`config.mk`:
```
export PLATFORM = sky130hd
export DESIGN_NAME = wide_mul_div_unit_top
export DESIGN_NICKNAME = d
export VERILOG_FILES = /design/src/rtl/wmdu_pkg.sv /design/src/rtl/wide_mul_div_unit_top.sv /design/src/rtl/wmdu_ctrl.sv /design/src/rtl/wmdu_datapath.sv
export SDC_FILE = /design/constraint.sdc
export NUM_CORES = 1
export LEC_CHECK = 0
export ABC_CLOCK_PERIOD_IN_PS = 6520
export BUFFER_PORTS_ARGS = -buffer_cell sky130_fd_sc_hd__buf_2
export CAP_MARGIN = 20
export CORE_MARGIN = 1
export CORE_UTILIZATION = 45
export DETAILED_ROUTE_END_ITERATION = 10
export PLACE_DENSITY_LB_ADDON = 0.2
export SLEW_MARGIN = 20
export SYNTH_ARGS = -nofsm -noshare
export SYNTH_HDL_FRONTEND = slang
export SYNTH_SLANG_ARGS = --single-unit
```
`constraint.sdc`:
```
create_clock -name clk_i -period 6.52 [get_ports clk_i]
set_clock_uncertainty 0.05 [all_clocks]
set_input_delay 1.304 -clock clk_i [delete_from_list [all_inputs] [get_ports clk_i]]
set_output_delay 1.304 -clock clk_i [all_outputs]
set_load 0.02 [all_outputs]
```
`src/rtl/wmdu_pkg.sv`:
```
// Package with shared types and constants for the multiply/divide unit.
`default_nettype none
package wmdu_pkg;

  localparam int unsigned NUM_REGS = 6;
  localparam int unsigned IDX_W    = 3;
  localparam int unsigned CNT_W    = 5;

  localparam logic CMD_WRITE = 1'b0;
  localparam logic CMD_READ  = 1'b1;

  localparam logic [IDX_W-1:0] REG_A0 = IDX_W'(0);
  localparam logic [IDX_W-1:0] REG_A1 = IDX_W'(1);
  localparam logic [IDX_W-1:0] REG_A2 = IDX_W'(2);
  localparam logic [IDX_W-1:0] REG_A3 = IDX_W'(3);
  localparam logic [IDX_W-1:0] REG_B0 = IDX_W'(4);
  localparam logic [IDX_W-1:0] REG_B1 = IDX_W'(5);

  localparam logic [IDX_W-1:0] REG_IDX_LAST = IDX_W'(NUM_REGS - 1);

  localparam logic [CNT_W-1:0] DIV16_LAST = CNT_W'(15);
  localparam logic [CNT_W-1:0] DIV32_LAST = CNT_W'(31);

  typedef enum logic [1:0] {
    OP_NONE  = 2'd0,
    OP_MUL   = 2'd1,
    OP_DIV16 = 2'd2,
    OP_DIV32 = 2'd3
  } op_e;

  typedef enum logic [3:0] {
    SEQ_IDLE  = 4'd0,
    SEQ_0     = 4'd1,
    SEQ_04    = 4'd2,
    SEQ_041   = 4'd3,
    SEQ_01    = 4'd4,
    SEQ_014   = 4'd5,
    SEQ_012   = 4'd6,
    SEQ_0123  = 4'd7,
    SEQ_01234 = 4'd8
  } seq_e;

  typedef enum logic [1:0] {
    ST_IDLE = 2'd0,
    ST_DIV  = 2'd1,
    ST_WB   = 2'd2
  } state_e;

  typedef struct packed {
    logic capture;
    logic load;
    logic step;
    logic wb;
    op_e  op;
  } cmd_t;

endpackage
`default_nettype wire

```
`src/rtl/wide_mul_div_unit_top.sv`:
```
// Top level of the multiply/divide unit: controller and datapath.
// Each transaction is one byte read or write of six data registers and gives one
// result. Reads and plain writes add no hold-off of their own. The write that completes a
// multiply sequence (0,4,1,5) holds off the next transaction while the 16x16 product
// is written back. The write that completes a 16/16 divide (0,1,4,5) or a 32/16
// divide (0,1,2,3,4,5) runs a restoring divider one quotient bit per cycle, so the next
// transaction waits until the quotient and remainder have been written back.
// The result of the starting write is shown at once and can be taken while the
// operation runs. Division by zero gives an all-ones quotient and the low 16
// bits of the dividend as remainder.
`default_nettype none
module wide_mul_div_unit_top (
  input  logic       clk_i,
  input  logic       rst_ni,
  input  logic       in_valid_i,
  output logic       in_stall_o,
  input  logic       command_i,
  input  logic [2:0] reg_index_i,
  input  logic [7:0] write_byte_i,
  output logic       out_valid_o,
  input  logic       out_stall_i,
  output logic [7:0] read_byte_o,
  output logic [1:0] started_op_o
);
  import wmdu_pkg::*;

  cmd_t cmd;
  op_e  start_op;

  wmdu_ctrl u_ctrl (
    .clk_i       (clk_i),
    .rst_ni      (rst_ni),
    .in_valid_i  (in_valid_i),
    .in_stall_o  (in_stall_o),
    .out_valid_o (out_valid_o),
    .out_stall_i (out_stall_i),
    .start_op_i  (start_op),
    .cmd_o       (cmd)
  );

  wmdu_datapath u_datapath (
    .clk_i        (clk_i),
    .rst_ni       (rst_ni),
    .command_i    (command_i),
    .reg_index_i  (reg_index_i),
    .write_byte_i (write_byte_i),
    .cmd_i        (cmd),
    .start_op_o   (start_op),
    .read_byte_o  (read_byte_o),
    .started_op_o (started_op_o)
  );

endmodule
`default_nettype wire

```
`src/rtl/wmdu_ctrl.sv`:
```
// Controller state machine: handshake, operation sequencing and step counting.
`default_nettype none
module wmdu_ctrl (
  input  logic          clk_i,
  input  logic          rst_ni,
  input  logic          in_valid_i,
  output logic          in_stall_o,
  output logic          out_valid_o,
  input  logic          out_stall_i,
  input  wmdu_pkg::op_e start_op_i,
  output wmdu_pkg::cmd_t cmd_o
);
  import wmdu_pkg::*;

  state_e           state_q, state_d;
  logic [CNT_W-1:0] cnt_q, cnt_d;
  op_e              op_q, op_d;
  logic             out_valid_q, out_valid_d;
  logic             in_accept;
  logic             out_accept;

  assign in_stall_o  = (state_q != ST_IDLE) | (out_valid_q & out_stall_i);
  assign in_accept   = in_valid_i & ~in_stall_o;
  assign out_accept  = out_valid_q & ~out_stall_i;
  assign out_valid_o = out_valid_q;

  always_comb begin
    state_d = state_q;
    unique case (state_q)
      ST_IDLE: begin
        if (in_accept) begin
          unique case (start_op_i)
            OP_MUL:           state_d = ST_WB;
            OP_DIV16, OP_DIV32: state_d = ST_DIV;
            default:          state_d = ST_IDLE;
          endcase
        end
      end
      ST_DIV: begin
        if (cnt_q == '0) begin
          state_d = ST_WB;
        end
      end
      ST_WB:   state_d = ST_IDLE;
      default: state_d = ST_IDLE;
    endcase
  end

  always_comb begin
    cmd_o.capture = in_accept;
    cmd_o.load    = in_accept & ((start_op_i == OP_DIV16) | (start_op_i == OP_DIV32));
    cmd_o.step    = (state_q == ST_DIV);
    cmd_o.wb      = (state_q == ST_WB);
    cmd_o.op      = op_q;
  end

  always_comb begin
    cnt_d = cnt_q;
    op_d  = op_q;
    if (in_accept) begin
      op_d  = start_op_i;
      cnt_d = (start_op_i == OP_DIV32) ? DIV32_LAST : DIV16_LAST;
    end else if (state_q == ST_DIV) begin
      cnt_d = cnt_q - CNT_W'(1);
    end
  end

  always_comb begin
    out_valid_d = out_valid_q;
    if (in_accept) begin
      out_valid_d = 1'b1;
    end else if (out_accept) begin
      out_valid_d = 1'b0;
    end
  end

  always_ff @(posedge clk_i or negedge rst_ni) begin
    if (!rst_ni) begin
      state_q     <= ST_IDLE;
      cnt_q       <= '0;
      op_q        <= OP_NONE;
      out_valid_q <= 1'b0;
    end else begin
      state_q     <= state_d;
      cnt_q       <= cnt_d;
      op_q        <= op_d;
      out_valid_q <= out_valid_d;
    end
  end

  assert property (@(posedge clk_i) disable iff (!rst_ni)
    in_accept |-> state_q == ST_IDLE)
    else $error("transaction accepted while an operation runs");

  assert property (@(posedge clk_i) disable iff (!rst_ni)
    (state_q == ST_DIV && cnt_q != '0) |=> (state_q == ST_DIV && cnt_q == $past(cnt_q) - CNT_W'(1)))
    else $error("divide step count did not advance");

  assert property (@(posedge clk_i) disable iff (!rst_ni)
    (in_accept && start_op_i != OP_NONE) |=> state_q != ST_IDLE)
    else $error("started operation did not leave idle");

  assert property (@(posedge clk_i) disable iff (!rst_ni)
    $rose(out_valid_q) |-> $past(in_accept))
    else $error("result shown without an accepted transaction");

endmodule
`default_nettype wire

```
`src/rtl/wmdu_datapath.sv`:
```
// Datapath: byte registers, write sequence tracking, multiplier and serial divider.
`default_nettype none
module wmdu_datapath (
  input  logic                      clk_i,
  input  logic                      rst_ni,
  input  logic                      command_i,
  input  logic [wmdu_pkg::IDX_W-1:0] reg_index_i,
  input  logic [7:0]                write_byte_i,
  input  wmdu_pkg::cmd_t            cmd_i,
  output wmdu_pkg::op_e             start_op_o,
  output logic [7:0]                read_byte_o,
  output logic [1:0]                started_op_o
);
  import wmdu_pkg::*;

  logic [7:0]  data_q [NUM_REGS];
  seq_e        seq_q, seq_d;
  op_e         op_dec;
  logic [31:0] acc_q;
  logic [15:0] rem_q;
  logic [7:0]  read_byte_q;
  op_e         started_op_q;
  logic        idx_ok;
  logic        is_write;
  logic [15:0] divisor;
  logic [16:0] shifted;
  logic [16:0] diff;
  logic        ge;
  logic [31:0] product;

  assign idx_ok   = (reg_index_i <= REG_IDX_LAST);
  assign is_write = (command_i == CMD_WRITE);
  assign divisor  = {data_q[REG_B1], data_q[REG_B0]};
  assign shifted  = {rem_q, acc_q[31]};
  assign diff     = shifted - {1'b0, divisor};
  assign ge       = (shifted >= {1'b0, divisor});
  assign product  = 32'({data_q[REG_A1], data_q[REG_A0]}) * 32'(divisor);

  always_comb begin
    seq_d  = seq_q;
    op_dec = OP_NONE;
    if (is_write) begin
      seq_d = SEQ_IDLE;
      unique case (reg_index_i)
        REG_A0: seq_d = SEQ_0;
        REG_A1: begin
          if (seq_q == SEQ_0) begin
            seq_d = SEQ_01;
          end else if (seq_q == SEQ_04) begin
            seq_d = SEQ_041;
          end
        end
        REG_A2: begin
          if (seq_q == SEQ_01) begin
            seq_d = SEQ_012;
          end
        end
        REG_A3: begin
          if (seq_q == SEQ_012) begin
            seq_d = SEQ_0123;
          end
        end
        REG_B0: begin
          if (seq_q == SEQ_0) begin
            seq_d = SEQ_04;
          end else if (seq_q == SEQ_01) begin
            seq_d = SEQ_014;
          end else if (seq_q == SEQ_0123) begin
            seq_d = SEQ_01234;
          end
        end
        REG_B1: begin
          if (seq_q == SEQ_041) begin
            op_dec = OP_MUL;
          end else if (seq_q == SEQ_014) begin
            op_dec = OP_DIV16;
          end else if (seq_q == SEQ_01234) begin
            op_dec = OP_DIV32;
          end
        end
        default: seq_d = SEQ_IDLE;
      endcase
    end
  end

  assign start_op_o = op_dec;

  always_ff @(posedge clk_i or negedge rst_ni) begin
    if (!rst_ni) begin
      seq_q <= SEQ_IDLE;
      for (int i = 0; i < NUM_REGS; i++) begin
        data_q[i] <= '0;
      end
    end else begin
      if (cmd_i.capture) begin
        seq_q <= seq_d;
        if (is_write && idx_ok) begin
          data_q[reg_index_i] <= write_byte_i;
        end
      end
      if (cmd_i.wb) begin
        unique case (cmd_i.op)
          OP_MUL: begin
            data_q[REG_A0] <= product[7:0];
            data_q[REG_A1] <= product[15:8];
            data_q[REG_A2] <= product[23:16];
            data_q[REG_A3] <= product[31:24];
          end
          OP_DIV16: begin
            data_q[REG_A0] <= acc_q[7:0];
            data_q[REG_A1] <= acc_q[15:8];
            data_q[REG_B0] <= rem_q[7:0];
            data_q[REG_B1] <= rem_q[15:8];
          end
          OP_DIV32: begin
            data_q[REG_A0] <= acc_q[7:0];
            data_q[REG_A1] <= acc_q[15:8];
            data_q[REG_A2] <= acc_q[23:16];
            data_q[REG_A3] <= acc_q[31:24];
            data_q[REG_B0] <= rem_q[7:0];
            data_q[REG_B1] <= rem_q[15:8];
          end
          default: ;
        endcase
      end
    end
  end

  always_ff @(posedge clk_i) begin
    if (cmd_i.load) begin
      rem_q <= '0;
      if (op_dec == OP_DIV32) begin
        acc_q <= {data_q[REG_A3], data_q[REG_A2], data_q[REG_A1], data_q[REG_A0]};
      end else begin
        acc_q <= {data_q[REG_A1], data_q[REG_A0], 16'h0000};
      end
    end else if (cmd_i.step) begin
      rem_q <= ge ? diff[15:0] : shifted[15:0];
      acc_q <= {acc_q[30:0], ge};
    end
  end

  always_ff @(posedge clk_i) begin
    if (cmd_i.capture) begin
      read_byte_q  <= (!is_write && idx_ok) ? data_q[reg_index_i] : 8'h00;
      started_op_q <= op_dec;
    end
  end

  assign read_byte_o  = read_byte_q;
  assign started_op_o = started_op_q;

endmodule
`default_nettype wire

```
==> results.cfg, run 1 <==
[critical_path]
criticalPathCategory = flop to flop
critPathMaxStageDelay_ns = 0.72
critPathMaxFanout = 9
cp_common_cell = fa_1
cp_top_family = adder cells
cp-start-kind = flop
setup.worst_path.end_class = flop
crit_path_top_delay_cell = dfrtp_1
cp_cell_sequence = and2_1, fa_1, fa_1, fa_1, fa_1, fa_1, inv_1, fa_1, inv_1, ha_1, nand4_1, a2111oi_0, o21ai_0, a21oi_2, a311oi_1, xor2_1, o221ai_1
cp_num_buf_inv = 2
critPathRequiredTime_ns = 6.72
crit_arrival_ns = 6.45

[synth]
netlist_instances = 1774
syn-mean-instance-area_sq_um = 8.89
synth_top_area_share_pct = 24.8
synth_edf_count = 42
synth_common_cells = nand2_1 (277), inv_1 (269), fa_1 (195)
netlist_area_sq_um = 15800
yosys-top-cells-area = fa_1 (25%), dfrtp_1 (9.8%), ha_1 (9.7%)
synth_most_common_cell = nand2_1
synth.distinct_cells = 68
syn_nets = 2107
yosysSeqAreaShare_pct = 19.9
async_flop_share_pct = 51.7
yosys_warnings = 0
synth_ff_type = dfrtp_1
ys_ff_latch = 120
yosysTopAreaCell = fa_1

[sta]
slew_headroom_pct = 27.0
setup_viol_count_final = 0
drv_slew = 0
fin_crit_ns = 6.25
fmax_ghz = 0.160
rsz0062_at_grt = no
worst_slew_pin_slew_ns = 1.09
fin_setup_tns_ns = 0
fin_crit_sh_pct = 95.8
finalHoldViolCount = 0
fin_ws_ns = 0.272

[route]
ant_nets = 0
drt_iter0_markers = 1007
vias = 12600
drt-total-wl_um = 45000
drt_first_pass_iters = 5
drc = 0
wire_per_inst_um = 20.2
via_per_inst = 5.65

[floorplan]
die_h_um = 189
rows = 68
core_sq_um = 34500
die_w_um = 189
dieArea_sq_um = 35800
initial_core_util_pct = 45.6
io-pin-count = 28

[grt]
antenna_found_initial = 1
grt_usage_pct = 26.2
grt-ovfl-total = 0
grt_pass1_wl_um = 72300
grt_max_degree = 77
grt_pass1_vias = 12900

[outcome]
status = finished, final reports clean

[place]
portBuffers = 27
routabilityCongestion = 0.891
pre_cts_ws_ns = -0.197
dp_hpwl_um = 34600
place_inst = 2197

[cts]
clock_sinks = 120
cts_tree = built
clk_latency_ns = 0.42
clk_pin_slew_ns = 0.06
cts_root_buffer = clkbuf_16
cts_buffer_depth = 2
htree_levels = 4
numCtsBuffers = 17

[final_layout]
final_util_pct = 49.5
fillers = 3381
drive_above_1_share_pct = 9.36
stdcell_count = 2229
nets = 2094
antenna_cells = 0
areaGrowthSynthToFinish_pct = 8.36

[flow_run]
cap_violations = 0

[hold_path]
hp-class = flop to flop
-- worst reg2reg max path, stage by stage, from the launching register on --
cell       delay (ns)
dfrtp_1          0.72
and2_1           0.24
fa_1             0.45
fa_1             0.53
fa_1             0.52
fa_1             0.52
fa_1             0.54
inv_1            0.05
fa_1             0.53
inv_1            0.04
ha_1             0.41
nand4_1          0.15
a2111oi_0        0.36
o21ai_0          0.24
a21oi_2          0.28
a311oi_1         0.15
xor2_1           0.16
o221ai_1         0.13
-- cell type report --
cell class                 instances  area, sq um  area share (%)
sequential                       120         3160            18.5
tap                              455          569            3.33
clock inverter                    12          151           0.886
inverter                         269         1010            5.91
timing repair buffer              81          541            3.16
clock buffer                      20          437            2.56
multi-input combinational       1272        11200            65.6
-- cell families after synthesis --
| group | synth area share [%] |
|---|---|
| adder cells (fa/ha/maj) | 34.4 |
| AND/OR/NAND/NOR | 16.8 |
| XOR/XNOR | 1.94 |
| buffers and inverters | 9.21 |
| multiplexers | 6.56 |
| flip-flops | 19.9 |
| AO/OA/AOI/OAI | 11.2 |
-- flip-flops by register name, indices dropped and copies added (netlist names) --
signal and cells:
u_ctrl.cnt_q 5, u_ctrl.op_q 2, u_ctrl.out_valid_o 1, u_ctrl.state_q 2, u_datapath.acc_q 32, u_datapath.data_q 48, u_datapath.read_byte_o 8, u_datapath.rem_q 16
u_datapath.seq_q 4, u_datapath.started_op_o 2
-- what timing repair did --
item                                    in CTS  in global routing
pin swaps                                    0                  0
hold buffers                                 0                  0
endpoints found under the setup margin       1                  2
gates resized for setup                      2                 26
setup buffers                                0                  0
-- final timing paths --
kind | from | to | slack (ns) | cells past startpoint
worst min register to register | u_datapath.rem_q[0] | u_datapath.data_q[8] | 0.45 | 2
worst max-delay path | u_datapath.data_q[42] | u_datapath.data_q[22] | 0.27 | 17
min in group asynchronous | rst_ni | u_ctrl.cnt_q[4] | 1.02 | 2
max in group asynchronous | rst_ni | u_datapath.data_q[15] | 4.68 | 2
worst max register to register | u_datapath.data_q[42] | u_datapath.data_q[22] | 0.27 | 17
worst min-delay path | u_datapath.rem_q[0] | u_datapath.data_q[8] | 0.45 | 2
-- cells in the final DEF, fill, tap and decap left out, types with 4 or more instances in the layout --
cell,n
a211o_1,5
a21o_1,12
a21oi_1,56
a22oi_1,8
and2_1,126
and3_1,8
buf_2,27
buf_4,54
clkbuf_16,17
dfrtp_1,39
dfrtp_2,22
dfxtp_1,16
edfxtp_1,42
fa_1,195
ha_1,122
inv_1,269
mux2_2,10
mux2i_1,74
mux4_2,8
nand2_1,276
nand2b_1,8
nand3_1,26
nand3b_1,9
nand4_1,10
nor2_1,34
nor2b_1,9
nor3_1,15
o211ai_1,9
o21a_1,11
o21ai_0,104
o21bai_1,11
o221ai_1,12
o22ai_1,9
o2bb2ai_1,4
o31ai_1,4
or3_1,7
xnor2_1,25
xor2_1,10
-- metrics by stage --
stage | hold WS, ns | instance area, sq um
final | 0.445 | 17100
after CTS | 0.442 | 17000
after global routing | 0.479 | 17100
after detailed placement | 0.430 | 16500
after global placement | 0.430 | 16500
after floorplan | 0.395 | 15800
-- metal layers --
| layer | up-vias | share of wire (%) | GRT usage [%] |
|---|---|---|---|
| met5 | - | 0 | 0 |
| met4 | 0 | 2.6 | 7.10 |
| met3 | 65 | 6.4 | 4.39 |
| met2 | 404 | 47 | 42.7 |
| met1 | 6377 | 44 | 36.0 |
| li1 | 5741 | - | - |
Power of run 1 is not shown: default switching activity piles up to over one toggle a cycle in this logic, so the estimate is an artifact.
==> run 2, diff against run 1 <==
--- a/config.mk
+++ b/config.mk
@@ -9,10 +9,11 @@
 export BUFFER_PORTS_ARGS = -buffer_cell sky130_fd_sc_hd__buf_2
 export CAP_MARGIN = 20
 export CORE_MARGIN = 1
-export CORE_UTILIZATION = 45
+export CORE_UTILIZATION = 40
 export DETAILED_ROUTE_END_ITERATION = 10
 export PLACE_DENSITY_LB_ADDON = 0.2
 export SLEW_MARGIN = 20
 export SYNTH_ARGS = -nofsm -noshare
 export SYNTH_HDL_FRONTEND = slang
+export SYNTH_HIERARCHICAL = 1
 export SYNTH_SLANG_ARGS = --single-unit
==> run 2 against run 1 <==
Net effect: register-to-register slack better by 0.02 ns; critical path depth up 1; synthesized cell count up 1.4%; via count up 2.1%; largest cell class unchanged.
==> results.cfg, run 2 <==
[outcome]
status = finished, final reports clean

[route]
ant_nets = 0
top_layer_used = met4
vias = 12900
drc = 0
via_per_inst = 5.54
wire_per_inst_um = 20.1
dr_wl_met2_um = 21700
drt_iter0_markers = 927
drt_first_pass_iters = 5
met3_length_um = 2920
drt-met1-wl_um = 20500
drt-total-wl_um = 46600

[synth]
yosys_warnings = 6
syn-mean-instance-area_sq_um = 8.83
synth_ff_type = dfrtp_1
synth_edf_count = 42
synth_top_area_share_pct = 24.6
syn_nets = 2131
synth_most_common_cell = inv_1
yosysTopAreaCell = fa_1
ys_ff_latch = 120
async_flop_share_pct = 51.7
netlist_instances = 1799
yosys-top-cells-area = fa_1 (25%), dfrtp_1 (9.8%), ha_1 (9.5%)
netlist_area_sq_um = 15900
synth_common_cells = inv_1 (287), nand2_1 (241), fa_1 (195)
synth.distinct_cells = 78
yosysSeqAreaShare_pct = 19.7

[critical_path]
cp_common_cell = fa_1
setup.worst_path.end_class = flop
critPathMaxFanout = 17
criticalPathCategory = flop to flop
critPathMaxStageDelay_ns = 0.85
cp_cell_sequence = nand2_1, fa_1, fa_1, fa_1, fa_1, fa_1, fa_1, inv_1, ha_1, a21oi_1, o21ai_0, a2111oi_1, buf_4, nor3_1, or2_1, xnor2_1, buf_4, a21oi_1
critPathRequiredTime_ns = 6.72
crit_arrival_ns = 6.43
cp_top_family = adder cells
cp_num_buf_inv = 3
crit_path_top_delay_cell = dfrtp_1
cp-start-kind = flop

[sta]
fin_crit_sh_pct = 95.6
fin_setup_tns_ns = 0
finalHoldViolCount = 0
fmax_ghz = 0.160
rsz0062_at_grt = no
fin_ws_ns = 0.289
slew_headroom_pct = 30.8
setup_viol_count_final = 0
drv_slew = 0
fin_crit_ns = 6.23
worst_slew_pin_slew_ns = 1.03

[cts]
cts_tree = built
clk_pin_slew_ns = 0.06
cts_buffer_depth = 2
htree_levels = 4
numCtsBuffers = 17
clock_sinks = 120
clk_latency_ns = 0.42
cts_root_buffer = clkbuf_16

[hold_path]
hp-class = flop to flop

[floorplan]
io-pin-count = 28
die_w_um = 201
initial_core_util_pct = 40.8
core_sq_um = 38900
rows = 72
die_h_um = 201
dieArea_sq_um = 40500

[place]
dp_hpwl_um = 35500
pre_cts_ws_ns = 0.0916
routabilityCongestion = 0.912
dpl_cell_area_sq_um = 16700
portBuffers = 27

[final_layout]
layout_commonest_cell = inv_1
areaGrowthSynthToFinish_pct = 9.45
nets = 2123
antenna_cells = 0
postLayoutCellArea_sq_um = 17400
final_cell_mix = inv_1 (287), nand2_1 (241), fa_1 (195)
drive_above_1_share_pct = 9.76
largest_reg_flops = 48
top_register = u_datapath/data_q
largestRegisters = u_datapath/data_q: 48 flops, u_datapath/acc_q: 32 flops, u_datapath/rem_q: 16 flops

[grt]
grt_pass1_vias = 13200
grt_pass1_wl_um = 74700
antenna_found_initial = 0
grt_max_degree = 80
grt-ovfl-total = 0
grt_usage_pct = 23.7

[flow_run]
cap_violations = 0
-- run 2: cell types whose count changed after synthesis, moves of 7 or more --
cell | previous run | this run
o21ai_0 | 104 | 47
nand3b_1 | 9 | 2
o21bai_1 | 11 | 2
inv_1 | 269 | 287
clkbuf_1 | 103 | 111
o221ai_1 | 12 | 5
mux2i_1 | 74 | 63
a21oi_1 | 58 | 87
o22ai_1 | 9 | 38
nand2_1 | 277 | 241
a21o_1 | 12 | 20
o31ai_1 | 4 | 11
nor2_1 | 35 | 69
-- run 2: tightest hold or removal path, delay by kind of cell (launching register included) --
family          cells  cell delay (ns)
compound gates      1             0.07
flops               1             0.33
simple gates        1             0.06
-- run 2: final cells by class --
cell class                      count  area [sq um]
Fill cell                        3830         21500
Multi-Input combinational cell   1275         11200
Sequential cell                   120          3160
Inverter                          287          1080
Tap cell                          518           648
Timing Repair Buffer               90           608
Clock buffer                       22           464
Clock inverter                     10           198
-- run 2: cells by family after synthesis --
kind of cell,synth area share (%)
DFF,19.7
AOI/OAI and AO/OA,12.1
muxes,5.67
adders and majority gates,34.1
buffers and inverters,9.64
xor gates and xnor gates,1.98
and+or+nand+nor,16.8
-- run 2: metal layers --
layer	up-vias	global-route usage [%]
met5	-	0
met3	90	3.40
met4	0	7.33
met2	447	38.0
li1	5877	-
met1	6439	33.2
-- run 2: stage by stage --
step / utilization [%] / cells / hold WS (ns)
5_1_grt: 44.7 / 2322 / 0.476
3_5_place_dp: 42.9 / 2290 / 0.440
6_report: 44.7 / 2322 / 0.455
3_3_place_gp: 42.9 / 2290 / 0.421
2_1_floorplan: - / 1799 / 0.398
4_1_cts: 44.6 / 2322 / 0.452
-- run 2: worst paths after layout --
kind                                 startpoint                     to  slack (ns)  cells past startpoint
min in group asynchronous                rst_ni  u_datapath/data_q[42]        1.01                      2
hold reg to reg            u_datapath/rem_q[15]   u_datapath/data_q[7]        0.46                      2
setup / recovery           u_datapath/data_q[4]  u_datapath/data_q[26]        0.29                     18
setup reg to reg           u_datapath/data_q[4]  u_datapath/data_q[26]        0.29                     18
max in group asynchronous                rst_ni  u_datapath/data_q[10]        4.73                      2
hold / removal             u_datapath/rem_q[15]   u_datapath/data_q[7]        0.46                      2
-- run 2: timing repair --
action                                  CTS  global route
endpoints found under the setup margin    0            14
buffers inserted                          0             0
hold endpoints to repair                  0             0
hold buffers                              0             0
gates resized for setup                   0            22
Power of run 2 is left out for the same reason.
